<file path="src/rtl/core/integer_to_ascii_formatter_assert.svh">
// ----------------------------------------------------------------------------
// Assertion macros for the integer to ASCII formatter
// Concurrent checks on posedge clk, disabled while reset is high.
// ----------------------------------------------------------------------------
`ifndef INTEGER_TO_ASCII_FORMATTER_ASSERT_SVH
`define INTEGER_TO_ASCII_FORMATTER_ASSERT_SVH

`ifndef NO_ASSERTIONS

// same-cycle implication
`define I2A_ASSERT_NOW(lbl, ck, rs, ante, cons) \
  lbl: assert property (@(posedge ck) disable iff (rs) (ante) |-> (cons)) \
    else $error("i2a check failed");

// next-cycle implication
`define I2A_ASSERT_NXT(lbl, ck, rs, ante, cons) \
  lbl: assert property (@(posedge ck) disable iff (rs) (ante) |=> (cons)) \
    else $error("i2a check failed");

`else

`define I2A_ASSERT_NOW(lbl, ck, rs, ante, cons)
`define I2A_ASSERT_NXT(lbl, ck, rs, ante, cons)

`endif

`endif

</file>
<file path="src/rtl/core/i2a_pkg.sv">
// ----------------------------------------------------------------------------
// i2a_pkg
// Opcodes, character constants and the emit job shared by the formatter.
// ----------------------------------------------------------------------------
package i2a_pkg;

  localparam logic [2:0] OP_LITERAL = 3'd0;
  localparam logic [2:0] OP_BINARY  = 3'd1;
  localparam logic [2:0] OP_UDEC    = 3'd2;
  localparam logic [2:0] OP_SDEC    = 3'd3;
  localparam logic [2:0] OP_HEX32   = 3'd4;
  localparam logic [2:0] OP_HEX64   = 3'd5;

  localparam int BIN_W      = 32;
  localparam int BCD_DIGITS = 10;
  localparam int BCD_W      = 4 * BCD_DIGITS;
  localparam int DIG_W      = 64;

  localparam logic [7:0] CHAR_ZERO    = 8'h30;
  localparam logic [7:0] CHAR_X       = 8'h78;
  localparam logic [7:0] CHAR_MINUS   = 8'h2d;
  localparam logic [7:0] CHAR_LOWER_A = 8'h61;

  // One output run: up to two prefix characters, then digits taken MSB first
  // from dig, each 4 bits wide or 1 bit wide.
  typedef struct packed {
    logic [7:0]       pre0;
    logic [7:0]       pre1;
    logic [1:0]       pre_cnt;
    logic [DIG_W-1:0] dig;
    logic [5:0]       rem;
    logic             wide;
  } job_t;

  function automatic logic [7:0] digit_char(input logic [3:0] d);
    logic [7:0] c;
    if (d < 4'd10) begin
      c = CHAR_ZERO + {4'b0000, d};
    end else begin
      c = CHAR_LOWER_A + {4'b0000, d} - 8'd10;
    end
    return c;
  endfunction

endpackage

</file>
<file path="src/rtl/core/integer_to_ascii_formatter.sv">
// Decimal runs first pass through the bit-serial BCD converter; other runs go
// straight to the emitter, which drops leading zeros before the first digit.
// A new request is taken only once the converter and the emit shift register
// are idle; the shift register takes one digit per cycle while out_stall is low.
// Reset (rst, synchronous) clears the sequencer, converter and output valid.
// ----------------------------------------------------------------------------
// integer_to_ascii_formatter
// Formats one opcode/value request into a run of ASCII characters.
// ----------------------------------------------------------------------------
`include "integer_to_ascii_formatter_assert.svh"

module integer_to_ascii_formatter (
  input  logic        clk,
  input  logic        rst,
  input  logic        in_valid,
  output logic        in_stall,
  input  logic [2:0]  opcode,
  input  logic [63:0] value,
  output logic        out_valid,
  input  logic        out_stall,
  output logic [7:0]  char_out,
  output logic        last
);

  typedef enum logic {S_IDLE, S_CONV} state_t;

  state_t                     state;
  logic                       neg;
  logic                       in_accept;
  logic                       is_dec;
  logic                       is_imm;
  logic                       emit_idle;
  logic                       emit_start;
  logic                       dab_start;
  logic                       dab_done;
  logic [i2a_pkg::BIN_W-1:0]  dab_bin;
  logic [i2a_pkg::BCD_W-1:0]  dab_bcd;
  i2a_pkg::job_t              imm_job;
  i2a_pkg::job_t              dec_job;
  i2a_pkg::job_t              job;

  assign in_stall  = !((state == S_IDLE) && emit_idle);
  assign in_accept = in_valid && !in_stall;

  always_comb begin
    is_dec = 1'b0;
    is_imm = 1'b0;
    imm_job = '0;
    case (opcode) inside
      i2a_pkg::OP_UDEC, i2a_pkg::OP_SDEC: begin
        is_dec = 1'b1;
      end
      i2a_pkg::OP_LITERAL: begin
        is_imm          = 1'b1;
        imm_job.pre0    = value[7:0];
        imm_job.pre_cnt = 2'd1;
      end
      i2a_pkg::OP_BINARY: begin
        is_imm       = 1'b1;
        imm_job.dig  = {value[31:0], 32'h0};
        imm_job.rem  = 6'd32;
      end
      i2a_pkg::OP_HEX32, i2a_pkg::OP_HEX64: begin
        is_imm          = 1'b1;
        imm_job.pre0    = i2a_pkg::CHAR_ZERO;
        imm_job.pre1    = i2a_pkg::CHAR_X;
        imm_job.pre_cnt = 2'd2;
        imm_job.wide    = 1'b1;
        if (opcode == i2a_pkg::OP_HEX64) begin
          imm_job.dig = value;
          imm_job.rem = 6'd16;
        end else begin
          imm_job.dig = {value[31:0], 32'h0};
          imm_job.rem = 6'd8;
        end
      end
      default: begin
        // undefined opcode: take the request, emit nothing
      end
    endcase
  end

  always_comb begin
    dec_job         = '0;
    dec_job.pre0    = i2a_pkg::CHAR_MINUS;
    dec_job.pre_cnt = {1'b0, neg};
    dec_job.dig     = {dab_bcd, {(i2a_pkg::DIG_W - i2a_pkg::BCD_W){1'b0}}};
    dec_job.rem     = 6'(i2a_pkg::BCD_DIGITS);
    dec_job.wide    = 1'b1;
  end

  assign dab_start  = in_accept && is_dec;
  assign dab_bin    = (opcode == i2a_pkg::OP_SDEC && value[31]) ? (32'h0 - value[31:0])
                                                                : value[31:0];
  assign emit_start = (in_accept && is_imm) || dab_done;
  assign job        = dab_done ? dec_job : imm_job;

  always_ff @(posedge clk) begin
    if (rst) begin
      state <= S_IDLE;
    end else begin
      unique case (state)
        S_IDLE: begin
          if (dab_start) begin
            state <= S_CONV;
            neg   <= (opcode == i2a_pkg::OP_SDEC) && value[31];
          end
        end
        S_CONV: begin
          if (dab_done) begin
            state <= S_IDLE;
          end
        end
        default: state <= S_IDLE;
      endcase
    end
  end

  i2a_dabble u_dabble (
    .clk   (clk),
    .rst   (rst),
    .start (dab_start),
    .bin   (dab_bin),
    .done  (dab_done),
    .bcd   (dab_bcd)
  );

  i2a_emit u_emit (
    .clk       (clk),
    .rst       (rst),
    .start     (emit_start),
    .job       (job),
    .idle      (emit_idle),
    .out_valid (out_valid),
    .out_stall (out_stall),
    .char_out  (char_out),
    .last      (last)
  );

  `I2A_ASSERT_NOW(a_conv_emit_idle, clk, rst, state == S_CONV, emit_idle)
  `I2A_ASSERT_NOW(a_done_in_conv, clk, rst, dab_done, state == S_CONV)
  `I2A_ASSERT_NOW(a_start_when_idle, clk, rst, emit_start, emit_idle)

endmodule

</file>
<file path="src/rtl/core/i2a_dabble.sv">
// ----------------------------------------------------------------------------
// i2a_dabble
// Bit-serial binary to BCD converter: one input bit per cycle, add-3 fixup.
// ----------------------------------------------------------------------------
module i2a_dabble (
  input  logic                       clk,
  input  logic                       rst,
  input  logic                       start,
  input  logic [i2a_pkg::BIN_W-1:0]  bin,
  output logic                       done,
  output logic [i2a_pkg::BCD_W-1:0]  bcd
);

  logic                          busy;
  logic [$clog2(i2a_pkg::BIN_W)-1:0] cnt;
  logic [i2a_pkg::BIN_W-1:0]     sh;
  logic [i2a_pkg::BCD_W-1:0]     bcd_fix;

  always_comb begin
    for (int i = 0; i < i2a_pkg::BCD_DIGITS; i++) begin
      if (bcd[4*i +: 4] >= 4'd5) begin
        bcd_fix[4*i +: 4] = bcd[4*i +: 4] + 4'd3;
      end else begin
        bcd_fix[4*i +: 4] = bcd[4*i +: 4];
      end
    end
  end

  always_ff @(posedge clk) begin
    if (rst) begin
      busy <= 1'b0;
      done <= 1'b0;
      cnt  <= '0;
    end else begin
      done <= 1'b0;
      if (start) begin
        busy <= 1'b1;
        cnt  <= '0;
        sh   <= bin;
        bcd  <= '0;
      end else if (busy) begin
        // shift the next bit into the corrected decimal digits
        bcd <= {bcd_fix[i2a_pkg::BCD_W-2:0], sh[i2a_pkg::BIN_W-1]};
        sh  <= {sh[i2a_pkg::BIN_W-2:0], 1'b0};
        cnt <= cnt + 1'b1;
        if (cnt == '1) begin
          busy <= 1'b0;
          done <= 1'b1;
        end
      end
    end
  end

endmodule

</file>
<file path="src/rtl/core/i2a_emit.sv">
// ----------------------------------------------------------------------------
// i2a_emit
// Character emitter: prefix characters, then one digit per cycle from a shift
// register when unstalled, leading zero suppression, registered output stage.
// ----------------------------------------------------------------------------
`include "integer_to_ascii_formatter_assert.svh"

module i2a_emit (
  input  logic                clk,
  input  logic                rst,
  input  logic                start,
  input  i2a_pkg::job_t       job,
  output logic                idle,
  output logic                out_valid,
  input  logic                out_stall,
  output logic [7:0]          char_out,
  output logic                last
);

  logic [7:0]                pre0;
  logic [7:0]                pre1;
  logic [1:0]                pre_cnt;
  logic [i2a_pkg::DIG_W-1:0] dig;
  logic [5:0]                rem;
  logic                      wide;
  logic                      lead;
  logic [3:0]                cur;
  logic                      slot_free;
  logic [i2a_pkg::DIG_W-1:0] dig_next;

  assign idle      = (pre_cnt == 2'd0) && (rem == 6'd0);
  assign slot_free = !out_valid || !out_stall;
  assign cur       = wide ? dig[i2a_pkg::DIG_W-1 -: 4] : {3'b000, dig[i2a_pkg::DIG_W-1]};
  assign dig_next  = wide ? {dig[i2a_pkg::DIG_W-5:0], 4'b0000}
                          : {dig[i2a_pkg::DIG_W-2:0], 1'b0};

  always_ff @(posedge clk) begin
    if (rst) begin
      out_valid <= 1'b0;
      pre_cnt   <= 2'd0;
      rem       <= 6'd0;
    end else begin
      if (out_valid && !out_stall) begin
        out_valid <= 1'b0;
      end
      if (start) begin
        pre0    <= job.pre0;
        pre1    <= job.pre1;
        pre_cnt <= job.pre_cnt;
        dig     <= job.dig;
        rem     <= job.rem;
        wide    <= job.wide;
        lead    <= 1'b1;
      end else if (pre_cnt != 2'd0) begin
        if (slot_free) begin
          char_out  <= pre0;
          last      <= (pre_cnt == 2'd1) && (rem == 6'd0);
          out_valid <= 1'b1;
          pre0      <= pre1;
          pre_cnt   <= pre_cnt - 2'd1;
        end
      end else if (rem != 6'd0) begin
        if (lead && (cur == 4'd0) && (rem != 6'd1)) begin
          // drop a leading zero, the final digit always prints
          dig <= dig_next;
          rem <= rem - 6'd1;
        end else if (slot_free) begin
          char_out  <= i2a_pkg::digit_char(cur);
          last      <= (rem == 6'd1);
          out_valid <= 1'b1;
          lead      <= 1'b0;
          dig       <= dig_next;
          rem       <= rem - 6'd1;
        end
      end
    end
  end

  `I2A_ASSERT_NOW(a_more_after_mid, clk, rst, out_valid && !last, !idle)
  `I2A_ASSERT_NOW(a_rem_range, clk, rst, 1'b1, rem <= 6'd32)

endmodule

</file>
<file path="config.mk">
export PLATFORM = sky130hd
export DESIGN_NAME = integer_to_ascii_formatter
export DESIGN_NICKNAME = d
export VERILOG_FILES = /design/src/rtl/core/i2a_pkg.sv /design/src/rtl/core/integer_to_ascii_formatter.sv /design/src/rtl/core/i2a_dabble.sv /design/src/rtl/core/i2a_emit.sv
export VERILOG_INCLUDE_DIRS = /design/src /design/src/rtl/core
export SDC_FILE = /design/constraint.sdc
export NUM_CORES = 1
export LEC_CHECK = 0
export ABC_AREA = 1
export BUFFER_PORTS_ARGS = -buffer_cell sky130_fd_sc_hd__buf_2
export CORE_ASPECT_RATIO = 1.1
export CORE_MARGIN = 2
export CORE_UTILIZATION = 55
export CTS_CLUSTER_SIZE = 20
export DETAILED_ROUTE_END_ITERATION = 8
export GPL_ROUTABILITY_DRIVEN = 0
export PLACE_DENSITY_LB_ADDON = 0.05
export RECOVER_POWER = 25
export SLEW_MARGIN = 20
export SYNTH_ARGS = -nofsm -noshare
export SYNTH_HDL_FRONTEND = slang
export SYNTH_HIERARCHICAL = 1
export SYNTH_SLANG_ARGS = --single-unit
</file>
<file path="constraint.sdc">
create_clock -name clk -period 6.55 [get_ports clk]
set_input_delay 0.655 -clock clk [delete_from_list [all_inputs] [get_ports clk]]
set_output_delay 0.655 -clock clk [all_outputs]
set_load 0.02 [all_outputs]
</file>
=== After elaboration in Yosys (flattened, before gate mapping) ===
Index checks and enable logic that the tools add are counted.

* Register bits after elaboration: 181
* Word-level logic and storage cells: 188
* Output and inout port bits: 11
* Input bits: 71

* Add/sub/neg operators: 17
* Reductions and logical operators: 41
* Multiplexer cells: 86
* Eq/ne operators: 12
* Bitwise operators: 4
* Order comparisons: 11

{| class="wikitable"
|+ Operator list
! cell !! number
|-
| $mux 64 || 6
|-
| $mux 70 || 5
|-
| $mux 8 || 14
|-
| $mux 32 || 3
|-
| $mux 89 || 1
|-
| $mux 6 || 7
|-
| $ge 4x3->1 const B || 10
|-
| $mux 4 || 10
|-
| $mux 40 || 1
|-
| $add 4x2->4 const B || 9
|-
| $sub 1x32->32 const A || 1
|-
| $mux 1 || 29
|-
| $mux 2 || 7
|-
| $reduce_bool 2->1 || 6
|-
| $logic_and 1x1->1 || 10
|-
| $reduce_and 5->1 || 2
|-
| $reduce_and 3->1 || 3
|-
| $add 7x4->8 const A || 1
|-
| $sub 8x4->8 const B || 1
|-
| $add 6x4->7 const A || 1
|-
| $mux 7 || 1
|-
| $eq 3x2->1 const B || 2
|-
| $eq 3x3->1 const B || 2
|-
| $eq 6x1->1 const B || 1
|-
| 27 further kinds || 38
|}

=== Logic depth before layout (Yosys ltp) ===
* Depth after elaboration: 10
* Depth in mapped cells: 16
* Gate-level depth less buffers: 14

=== By module ===
Netlist, hierarchy kept.

{| class="wikitable"
|+ By module, submodules not included
! module !! sequential area each (um2) !! cells each !! times used !! area an instance (um2)
|-
| i2a_emit || 2,912.8 || 548 || 1 || 5,059.9
|-
| i2a_dabble || 2,302.2 || 499 || 1 || 4,265.3
|-
| integer_to_ascii_formatter || 50.0 || 504 || 1 || 2,247.2
|}

=== Worst setup path before layout ===
OpenSTA, ideal clock, no wires.

* Path kind: register to register
* Start point: register u_emit.rem[0]
* End point: register u_emit/dig[0] in the netlist's numbering, enable pin
* Library setup time: 486 ps
* Path slack: 1,629 ps
* Arrival: 4,435 ps
* Required time: 6,064 ps
* Period minus slack after synthesis: 4,921 ps
* Stages on the path, launching flop included: 13
* Path buffers: 0
* Cells stage by stage: dfxtp_1 > inv_1 > ha_1 > nand2_4 > nor2_1 > nand2_1 > inv_1 > nand3_1 > o21ai_0 > nor2_1 > nand2_8 > nand2_8 > nor2_1

* Longest elaborated chain between the ends: 8
* Elaborated cells between the ends (all ways): 13
* Classes of those cells: 2 x eq/ne; 11 x reduce/logical

{| class="wikitable"
|+ RTL lines
! what !! RTL line !! RTL
|-
| start: declaration || i2a_emit.sv:24 || <nowiki>logic [5:0] rem;</nowiki>
|-
| start signal: assignment || i2a_emit.sv:51 || <nowiki>rem <= job.rem;</nowiki>
|-
| start signal: assignment || i2a_emit.sv:66 || <nowiki>rem <= rem - 6'd1;</nowiki>
|-
| start signal: assignment || i2a_emit.sv:73 || <nowiki>rem <= rem - 6'd1;</nowiki>
|-
| $logic_not 6->1 * || i2a_emit.sv:31 || <nowiki>assign idle = (pre_cnt == 2'd0) && (rem == 6'd0);</nowiki>
|-
| $logic_and 1x1->1 * || i2a_emit.sv:31 ||
|-
| named net emit_idle || integer_to_ascii_formatter.sv:32 || <nowiki>logic emit_idle;</nowiki>
|-
| $logic_and 1x1->1 * || integer_to_ascii_formatter.sv:42 || <nowiki>assign in_stall = !((state == S_IDLE) && emit_idle);</nowiki>
|-
| $logic_and 1x1->1 * || integer_to_ascii_formatter.sv:43 || <nowiki>assign in_accept = in_valid && !in_stall;</nowiki>
|-
| $logic_and 1x1->1 * || integer_to_ascii_formatter.sv:95 || <nowiki>assign emit_start = (in_accept && is_imm) || dab_done;</nowiki>
|-
| $logic_or 1x1->1 * || integer_to_ascii_formatter.sv:95 ||
|-
| named net emit_start || integer_to_ascii_formatter.sv:33 || <nowiki>logic emit_start;</nowiki>
|-
| $ne 2x2->1 (no source line) (tied with other cells) || - ||
|-
| $reduce_and 4->1 (no source line) * || - ||
|-
| end signal: assignment || i2a_emit.sv:50 || <nowiki>dig <= job.dig;</nowiki>
|-
| end signal: assignment || i2a_emit.sv:65 || <nowiki>dig <= dig_next;</nowiki>
|-
| end signal: assignment || i2a_emit.sv:72 || <nowiki>dig <= dig_next;</nowiki>
|-
| end: declaration || i2a_emit.sv:23 || <nowiki>logic [i2a_pkg::DIG_W-1:0] dig;</nowiki>
|}

The timed path passes the listed nets; every way through them passes the cells marked *.
A chain may end at the register's enable or synchronous reset.

=== Worst setup path in the final report ===
* Start point: register u_emit.wide
* End point: register u_emit/dig[36] in the netlist's numbering, enable pin

* Longest elaborated chain between the ends: 6

{| class="wikitable"
|+ RTL lines
! what !! RTL line !! RTL
|-
| start: declaration || i2a_emit.sv:25 || <nowiki>logic wide;</nowiki>
|-
| start signal: assignment || i2a_emit.sv:52 || <nowiki>wide <= job.wide;</nowiki>
|-
| $mux 4 || i2a_emit.sv:33 || <nowiki>assign cur = wide ? dig[i2a_pkg::DIG_W-1 -: 4] : {3'b000, dig[i2a_pkg::DIG_W-1]};</nowiki>
|-
| $logic_not 4->1 || i2a_emit.sv:63 || <nowiki>if (lead && (cur == 4'd0) && (rem != 6'd1)) begin</nowiki>
|-
| $logic_and 1x1->1 (2 in series) || i2a_emit.sv:63 ||
|-
| $reduce_bool 3->1 (no source line) || - ||
|-
| $reduce_and 4->1 (no source line) || - ||
|}

Every way passes these cells.

==> summary.md <==
| Metric | Value |
|---|---|
| Number of hold buffers added after cts | 0 |
| Mapped Area | 11600 sq um |
| Max frequency | 212 MHz |
| Period utilisation layout | 72.1% |
| Result of the run | complete, but fails checks |
| Routed wire per std cell | 17.0 um |
| Area occupied by multi-input gates | 5420 sq um |
| GR Util met1 | 39.0% |
| Total number of vias | 10494 |
| M2 GR Usage | 47.4% |
| Avg Cell Area, Syn | 7.46 sq um |
| Clock buffer count from CTS | 17 |
| Final min period | 4.72 ns |
| Clock root buffer master | clkbuf_16 |
| Min-Delay Path Class | reg -> reg |
| Tot Pwr | 3.88 mW |
| Max Clock Skew | 0.0113 ns |
| Postcts setup bufs | 0 |
| Post-route ant nets | 0 |
| Commonest non-fill, non-tap cells in the layout | nand2_1 (548), nor2_1 (220), edfxtp_1 (164), a21oi_1 (149), inv_1 (128) |
| Unrepaired setup endpoints after global routing | no |
| Commonest non-fill, non-tap cell in the layout | nand2_1 |
| Crit-path most repeated cell | nand2_1 |
| Final Hold Viols | 0 |
| Register area | 5270 sq um |
| Core area | 20600 sq um |
| Worst-Skew Late Latency | 0.43 ns |
| Iteration-0 DRC Markers | 1016 |
| CTS tree | done |
| Drt total wl | 31900 um |
| Antenna Cells | 0 |
| I/O pin total | 82 |
| Crit Reg-Reg Startpoint | u_emit/wide |
| Port Buf Inserts | 81 |
| Largest net degree at the start of global routing | 82 |
| Gate power share | 27.8% |
| Failing checks | max-capacitance violations, max-slew violations |
| Sequential share of the synthesized area | 45.5% |
| Psw | 1.31 mW |
| Initial antenna violation count | 0 |
| Met3 usage | 4.21% |
| Syn-to-layout area delta | 8.79% |
| Critical-path cell list | clkbuf_1 > nand2_1 > ha_1 > nand2_1 > inv_1 > nand2_2 > nor2_4 > nand2_1 > nand2_1 > nand2_8 > nor2_4 > buf_4 |
| DRC viols | 0 |
| Critical Path Source Type | register |
| Final setup vio count | 0 |
| Synth Warn # | 6 |
| Setup CP Type | reg -> reg |
| Worst Hold Path EP | u_dabble/cnt[4] |
| Die footprint | 22200 sq um |
| Worst-Margin Slew | 2.87 ns |
| Vias/cell | 5.61 |
| Max FO, Critical Path | 63 |
| Fill cell count | 1928 |
| Global Route Usage Sum | 29.0% |
| Grt peak-use layer | met2 |
| Sw Ratio | 33.8% |
| Post-detail-place hpwl | 23000 um |
| Gate Count Post-Synth | 1551 |
| Hold Path Depth | 2 |
| Required @ worst endpoint | 6.69 ns |
| Sequential Power Share | 44.8% |
| Site row count | 55 |
| Global-route wire length before repair | 49500 um |
| Die Y | 156 um |
| Power Internal | 2.57 mW |
| Worst path slowest cell | clkbuf_1 |
| Max transition margin | -91.2% |
| Vias in the first global route | 9705 |
| Reg-to-reg slack, setup | 1.83 ns |
| Starting Density | 56.1% |
| Clock share of power | 27.4% |
| #FFs+latches synth | 181 |
| CP Data Arrival Time | 4.86 ns |
| Maxcap violations | 4 |
| Clk buf depth | 2 |
| Post_cts resized | 0 |
| Leak pwr | 5.75 nW |
| Worst hold path startpoint | u_dabble/cnt[4] |
| R2r endpoint | u_emit/dig[36] |
| Die span in x | 142 um |
| Family with the most delay on the worst path | buffers and inverters |
| DR pass1 iterations | 5 |
| Pins Over Slew Limit | 235 |
| Peak VDD IR | 189 uV |
| Crit end category | register |
| Layout Nets | 1702 |
| Global route overflow | 0 |
| Sink Count | 181 |
| Final TNS setup | 0 ns |
| Worst path bufs/invs | 3 |
| Clock Pin Slew Worst Setup and Hold Paths | 0.07 ns |
| Worst path max stage delay | 2.03 ns |
| P per Cell Area | 308 nW/um^2 |
| Layout cells sized above 1 | 9.60% |
| Unique masters post-synth | 43 |
| Worst Reg2Reg Path Length in Cells | 12 |
| H-tree depth | 4 |
stage by stage:
step	instances	hold WS [ns]	util [%]	setup slack, ns	cell area, sq um
after floorplan	1556	0.438	-	1.63	11600
after detailed placement	1839	0.464	58.4	2.72	12100
after CTS	1871	0.475	61.4	2.70	12700
final	1871	0.474	61.0	1.83	12600
after global placement	1839	0.452	58.4	2.74	12100
after global routing	1871	0.500	61.0	1.51	12600
cell usage after synthesis (all sizes together):
master,instances,area share (%)
a21boi,1,0.065
a21oi,151,6.7
a22o,1,0.076
a22oi,1,0.065
a31oi,1,0.054
a32o,1,0.086
buf,54,2.8
clkbuf,10,0.32
conb,1,0.032
dfxtp,17,2.9
edfxtp,164,43
ha,29,3.1
inv,137,4.5
nand2,556,19
nand3,39,1.7
nand4,23,1.4
nor2,241,8.6
nor3,13,0.56
o21a,1,0.065
o21ai,83,3.8
o21bai,1,0.065
o22ai,2,0.11
o31ai,1,0.065
or2,2,0.11
xor2,21,1.6
power by group through the flow:
stage / Sequential, mW / Clock (mW) / Combinational [mW]
after detailed placement: 1.76 / 0 / 1.10
after global placement: 1.75 / 0 / 1.08
after floorplan: 1.76 / 0 / 0.803
final: 1.74 / 1.06 / 1.08
after CTS: 1.73 / 1.08 / 1.10
after global routing: 1.76 / 1.12 / 1.21
kinds of logic after synthesis:
group	count (synthesis)	share of synthesized area (%)
xor+xnor	21	1.59
flops	181	45.5
simple gates	874	31.1
buf+inv	201	7.63
other cells	1	0.0324
compound gates	244	11.1
fa+ha+maj	29	3.14
worst reg2reg max path: stages, from the launching register on:
cell and delay [ns]:
edfxtp_1 0.36, clkbuf_1 2.03, nand2_1 0.41, ha_1 0.37
nand2_1 0.06, inv_1 0.04, nand2_2 0.07, nor2_4 0.05
nand2_1 0.07, nand2_1 0.23, nand2_8 0.19, nor2_4 0.16
buf_4 0.36
area by class of cell:
cell class,count,area share (%)
sequential,181,41.8
tap,256,2.54
clock buffer,18,3.49
timing repair buffer,91,3.60
multi-input combinational,1174,43.0
inverter,137,4.12
clock inverter,14,1.38
sequential cells by signal, indices dropped and copies added, names as in the netlist:
register / count
u_emit/char_out: 8
u_dabble/done: 1
u_emit/lead: 1
u_dabble/bcd: 40
u_dabble/sh: 32
u_emit/wide: 1
u_emit/out_valid: 1
u_dabble/busy: 1
u_emit/dig: 64
neg: 1
u_emit/pre0: 8
state: 1
u_emit/pre_cnt: 2
u_emit/pre1: 8
u_emit/rem: 6
u_dabble/cnt: 5
u_emit/last: 1
routing by layer:
metal	up-vias	wire length (um)
li1	5121	-
met1	4899	13600
met5	-	0
met4	0	957
met2	411	15100
met3	63	2240
worst max path at each step:
stage,cells past startpoint,slack [ns],to,start
floorplan,12,1.63,u_emit/dig[0],u_emit/rem[0]
global placement,12,2.74,u_dabble/sh[25],u_emit/rem[0]
detailed placement,12,2.72,u_dabble/sh[25],u_emit/rem[0]
CTS,12,2.70,u_dabble/bcd[3],u_emit/rem[0]
global route,12,1.51,u_emit/dig[54],u_emit/wide
finish,12,1.83,u_emit/dig[36],u_emit/wide
(Power assumes the default switching activity.)
